File: config.mk
export PLATFORM = sky130hd
export DESIGN_NAME = abst_ctrl
export DESIGN_NICKNAME = d
export VERILOG_FILES = /design/src/hdl/array_binary_search_tree_macros.svh /design/src/hdl/abst_pkg.sv /design/src/hdl/abst_ctrl.sv
export SDC_FILE = /design/constraint.sdc
export NUM_CORES = 1
export LEC_CHECK = 0
export ABC_CLOCK_PERIOD_IN_PS = 3000
export BUFFER_PORTS_ARGS = -buffer_cell sky130_fd_sc_hd__buf_2
export CAP_MARGIN = 30
export CORE_AREA = 2 2 39 41
export CTS_CLUSTER_DIAMETER = 50
export DETAILED_ROUTE_END_ITERATION = 10
export DIE_AREA = 0 0 41 43
export SLEW_MARGIN = 10
export SYNTH_ARGS = -nofsm -noshare
export SYNTH_HDL_FRONTEND = slang
export SYNTH_SLANG_ARGS = --single-unit
export TNS_END_PERCENT = 10
File: constraint.sdc
create_clock -name clk -period 3 [get_ports clk]
set_input_delay 0.15 -clock clk [delete_from_list [all_inputs] [get_ports clk]]
set_output_delay 0.15 -clock clk [all_outputs]
set_load 0.02 [all_outputs]
File: src/hdl/array_binary_search_tree_macros.svh
// Assertion macros for the tree block.
`ifndef ARRAY_BINARY_SEARCH_TREE_MACROS_SVH
`define ARRAY_BINARY_SEARCH_TREE_MACROS_SVH
`ifndef SYNTHESIS
`define ABST_ASSERT_IMP(lbl, clk, rstn, ante, cons, msg) \
	lbl: assert property (@(posedge clk) disable iff (!rstn) (ante) |-> (cons)) \
		else $error(msg);
`define ABST_ASSERT_NXT(lbl, clk, rstn, ante, cons, msg) \
	lbl: assert property (@(posedge clk) disable iff (!rstn) (ante) |=> (cons)) \
		else $error(msg);
`else
`define ABST_ASSERT_IMP(lbl, clk, rstn, ante, cons, msg)
`define ABST_ASSERT_NXT(lbl, clk, rstn, ante, cons, msg)
`endif
`endif

File: src/hdl/abst_pkg.sv
`default_nettype none
package abst_pkg;

	localparam int LEVELS   = 10;
	localparam int SLOT_W   = LEVELS;
	localparam int LVL_W    = $clog2(LEVELS + 1);
	localparam int KEY_W    = 32;
	localparam int HEIGHT_W = 4;
	localparam int STATUS_W = 2;

	localparam logic OP_INSERT = 1'b0;
	localparam logic OP_SEARCH = 1'b1;

	typedef enum logic [STATUS_W-1:0] {
		STATUS_OK      = 2'd0,
		STATUS_IGNORED = 2'd1,
		STATUS_DEEP    = 2'd2
	} abst_status_t;

	typedef struct packed {
		logic clr;
		logic start;
		logic step;
		logic load;
	} abst_cmd_t;

	typedef struct packed {
		logic clr_last;
		logic key_zero;
		logic walk_end;
	} abst_stat_t;

endpackage
`default_nettype wire

File: src/hdl/abst_ctrl.sv
`default_nettype none
module abst_ctrl (
	input  logic                clk,
	input  logic                arst_n,
	input  logic                in_valid,
	output logic                in_ready,
	output logic                out_valid,
	input  logic                out_ready,
	input  abst_pkg::abst_stat_t stat,
	output abst_pkg::abst_cmd_t  cmd
);
	import abst_pkg::*;

	typedef enum logic [3:0] {
		ST_CLEAR  = 4'b0001,
		ST_IDLE   = 4'b0010,
		ST_WALK   = 4'b0100,
		ST_RESULT = 4'b1000
	} state_t;

	state_t state_q;
	state_t state_d;
	logic   out_valid_q;

	always_comb begin
		cmd      = '0;
		state_d  = state_q;
		in_ready = 1'b0;
		case (state_q)
			ST_CLEAR: begin
				cmd.clr = 1'b1;
				if (stat.clr_last) begin
					state_d = ST_IDLE;
				end
			end
			ST_IDLE: begin
				in_ready = 1'b1;
				if (in_valid) begin
					cmd.start = 1'b1;
					state_d   = stat.key_zero ? ST_RESULT : ST_WALK;
				end
			end
			ST_WALK: begin
				cmd.step = 1'b1;
				if (stat.walk_end) begin
					state_d = ST_RESULT;
				end
			end
			ST_RESULT: begin
				// hold until the output register is free
				if (!out_valid_q || out_ready) begin
					cmd.load = 1'b1;
					state_d  = ST_IDLE;
				end
			end
			default: begin
				state_d = ST_CLEAR;
			end
		endcase
	end

	always_ff @(posedge clk or negedge arst_n) begin
		if (!arst_n) begin
			state_q     <= ST_CLEAR;
			out_valid_q <= 1'b0;
		end else begin
			state_q <= state_d;
			if (cmd.load) begin
				out_valid_q <= 1'b1;
			end else if (out_ready) begin
				out_valid_q <= 1'b0;
			end
		end
	end

	assign out_valid = out_valid_q;

endmodule
`default_nettype wire

# Word level (Yosys, flattened, before mapping)
# Index checks and enable logic that the tools add are counted.
# word_totals
output_inout_bits	6
input_bits	7
elab_cells	29
register_bits	5
# op_classes
n_eq_ne	8
muxes	15
reduce_logical	4
# op_table
op	count
$mux 4	5
$pmux 4 s4	1
$mux 1	9
$ne 2x2->1 const B	4
$eq 4x1->1 const B	1
$eq 4x2->1 const B	1
$eq 4x3->1 const B	1
$eq 4x4->1 const B	1
$reduce_and 4->1	1
$reduce_bool 2->1	1
$logic_not 1->1	1
$logic_or 1x1->1	1

# Logic depth before layout (Yosys ltp)
# depth
ltp_word	5
ltp_mapped	4
mapped_depth_nobuf	3

# Least setup slack after synthesis
# OpenSTA, ideal clock, no wires.
# synth_timing
kind	register to register
start	reg state_q[0]
end	reg state_q[0]
synth_period_minus_slack_ps	1634
stages_incl_launch_ff	3
arrival_time_ps	1519
required_ps	2885
n_path_buf	0
setup_ps	115
slack_ps	1366
cell_sequence	dfstp_2 -> nor4b_1 -> a2bb2oi_1
# synth_between
elab_chain_cells	3
elab_cells_between_ends	10
cone_classes	eq/ne: 8; mux: 1; reduce/logical: 1
# synth_rtl
element	line_no	text
from (decl)	abst_ctrl.sv:21	state_t state_q;
from (signal assigned)	abst_ctrl.sv:67	state_q <= state_d;
$eq 4x4->1, or another cell as far along	abst_ctrl.sv:29	case (state_q)
$ne 2x2->1 (no line)	--	
$reduce_and 4->1 (no line)	--	
# Several ways; a longest one is shown, not always the timed one.
# A chain may end at the register's enable or synchronous reset.

==> qor.yml <==
cp-startpoint: "state_q[2]"
crit_chain: "nor4b_2, nand2_1, inv_1, buf_2"
yosysTopAreaCell: "dfrtp_1"
switching_power_w: 0.0001241
clk_pin_slew_ps: 40
area_growth_pct: 29.04
critPathTopFamily: "flip-flops"
regToRegSetupSlack_ps: 1530
firstDrtPassIters: 2
synth_edf_count: 0
yosysWarnings: 0
via_per_inst: 4.697
drive_above_1_share_pct: 36.00
placed_cells: 61
rsz0062_at_grt: "no"
combPwrFrac_pct: 38.0
core_area_um2: 1384
ys.flop_type: "dfrtp_1"
synth_top_area_share_pct: 29.41
timing.rr.start: "state_q[0]"
path_class: "flop to output port"
num_antenna_cells: 0
fmax_mhz: 634.2
arrival_ps: 1430
p_seq_share_pct: 38.5
grt_pass1_wl_um: 1138
vias: 310
fp-row-count: 14
fin_nets: 58
synth_area_um2: 340.3
drt_iter0_markers: 2
cpMaxStageDelayCell: "dfrtp_1"
final_hold_viol_count: 0
cts-buffers-inserted: 3
cts_tree: "built"
fin_crit_ps: 1577
fillers: 149
grt_util_all_layers_pct: 9.749
slew_viol_final: 0
wl_per_cell_um: 11.53
setup-violations-final: 0
grt_util_met3_pct: 1.571
grt_antenna_before_repair: 0
synth_cell_types: 24
gp_congestion: 0.6912
rr_worst_depth: 3
required_ps: 2850
worstMarginPinSlew_ps: 361.0
detail-route-antenna-nets: 0
leakagePower_nw: 0.2141
slowest_delay_ps: 490
routed_wl_um: 761
io_buffers: 12
dieWidth_um: 41
power.density_nw_per_um2: 746.8
drcViolationCount: 0
avgSynthCellArea_um2: 9.454
timing.rr.end: "state_q[3]"
use_met1_pct: 13.87
clockBufferDepth: 2
crit_cells: 4
internal_power_w: 0.0002038
slew_headroom_pct: 75.60
layout_commonest_cell: "buf_2"
crit_path_end_kind: "output port"
post-dp-hpwl_um: 574.1
crit_buf_inv: 2
synth_area_leaders: "dfrtp_1, dfstp_2, nand2b_1"
cp_max_fo: 11
grt_max_degree: 12
mostFrequentLayoutCells: "buf_2, nand2b_1, dfrtp_1"
grt_pass1_vias: 276
gr-total-overflow: 0
htree_levels: 1
met2_usage_pct: 13.13
hold_class: "input pin to flop"
hold_depth: 2
switching_share_pct: 37.85
seqCellArea_um2: 126.4
yosysSeqAreaShare_pct: 37.13
fin_worst_skew_ps: 0.8948
top_usage_layer: "met1"
synth_nets: 43
setup_tns_ps: 0
outcome: "finished, final reports clean"
cts-root-buf: "clkbuf_4"
clk_latency_ps: 240
ios: 13
cts.sinks: 5
drv_cap: 0
synth_cells: 36
multi_input_area_um2: 192.7
clkPwrFrac_pct: 23.5
ys_async_sr_fraction_pct: 100.0
endpoint: "cmd[2]"
die-area_um2: 1763
post_cts.repair.setup_buffers: 0
ys_seq_elements: 5
die_h_um: 43
crit_path_start_kind: "flop"
fin_crit_sh_pct: 52.56
postLayoutCoreUtil_pct: 31.74
start_util_pct: 24.59
ir_worst_vdd_mv: 0.1930
stdcell_count: 66
power by group through the flow:
stage	Clock, W	Combinational (W)	Sequential [W]
finish	0.0000771	0.000125	0.000126
global route	0.0000840	0.000139	0.000131
CTS	0.0000810	0.000127	0.000125
detailed placement	0	0.000126	0.000127
global placement	0	0.000124	0.000125
floorplan	0	0.000120	0.000101
metal layers:
| metal | up-vias | wire length [um] |
|---|---|---|
| met1 | 142 | 371 |
| met3 | 0 | 45 |
| met5 | - | 0 |
| li1 | 160 | - |
| met2 | 8 | 344 |
| met4 | 0 | 0 |
synthesized netlist by cell type, drive strengths merged (2+ instances only):
cell type,n
dfrtp,4
nand2b,4
buf,3
nand2,3
nor4b,3
o21ai,3
or3b,2
cell families after synthesis:
| kind of cell | share of synthesized area (%) |
|---|---|
| buffers and inverters | 6.250 |
| XOR/XNOR | 2.574 |
| AO/OA/AOI/OAI | 19.12 |
| flip-flops | 37.13 |
| AND/OR/NAND/NOR | 34.93 |
metrics by stage:
stage	setup WS [ps]	instance area, um^2	hold WS, ps	power (W)
after floorplan	1366	340.3	-145.6	0.0002218
after global placement	1571	402.9	-27.19	0.0002486
after detailed placement	1521	402.9	-25.50	0.0002527
after CTS	1410	439.2	61.34	0.0003338
after global routing	1275	439.2	66.26	0.0003544
final	1423	439.2	66.62	0.0003280
sequential cells by signal (all words and copies together), names as in the netlist:
register	flops
out_valid	1
state_q	4
area by class of cell:
cell class / count / area share (%)
multi-input cells: 27 / 43.87
flip-flops and latches: 5 / 28.77
repair buffers: 13 / 15.95
clock buffers: 4 / 5.983
well taps: 16 / 4.558
inverters: 1 / 0.8547
what timing repair did:
item / in CTS / in global routing
hold buffers: 1 / 0
gates resized for setup: 0 / 0
hold endpoints to repair: 5 / 0
worst min path at each step:
stage	to	startpoint	slack [ps]
2_1_floorplan	out_valid	arst_n	-150
3_3_place_gp	state_q[1]	arst_n	-30
3_5_place_dp	state_q[1]	arst_n	-30
4_1_cts	state_q[0]	stat[2]	60
5_1_grt	state_q[0]	stat[2]	70
6_report	state_q[0]	stat[2]	70
Power figures use the tool's default switching activity.
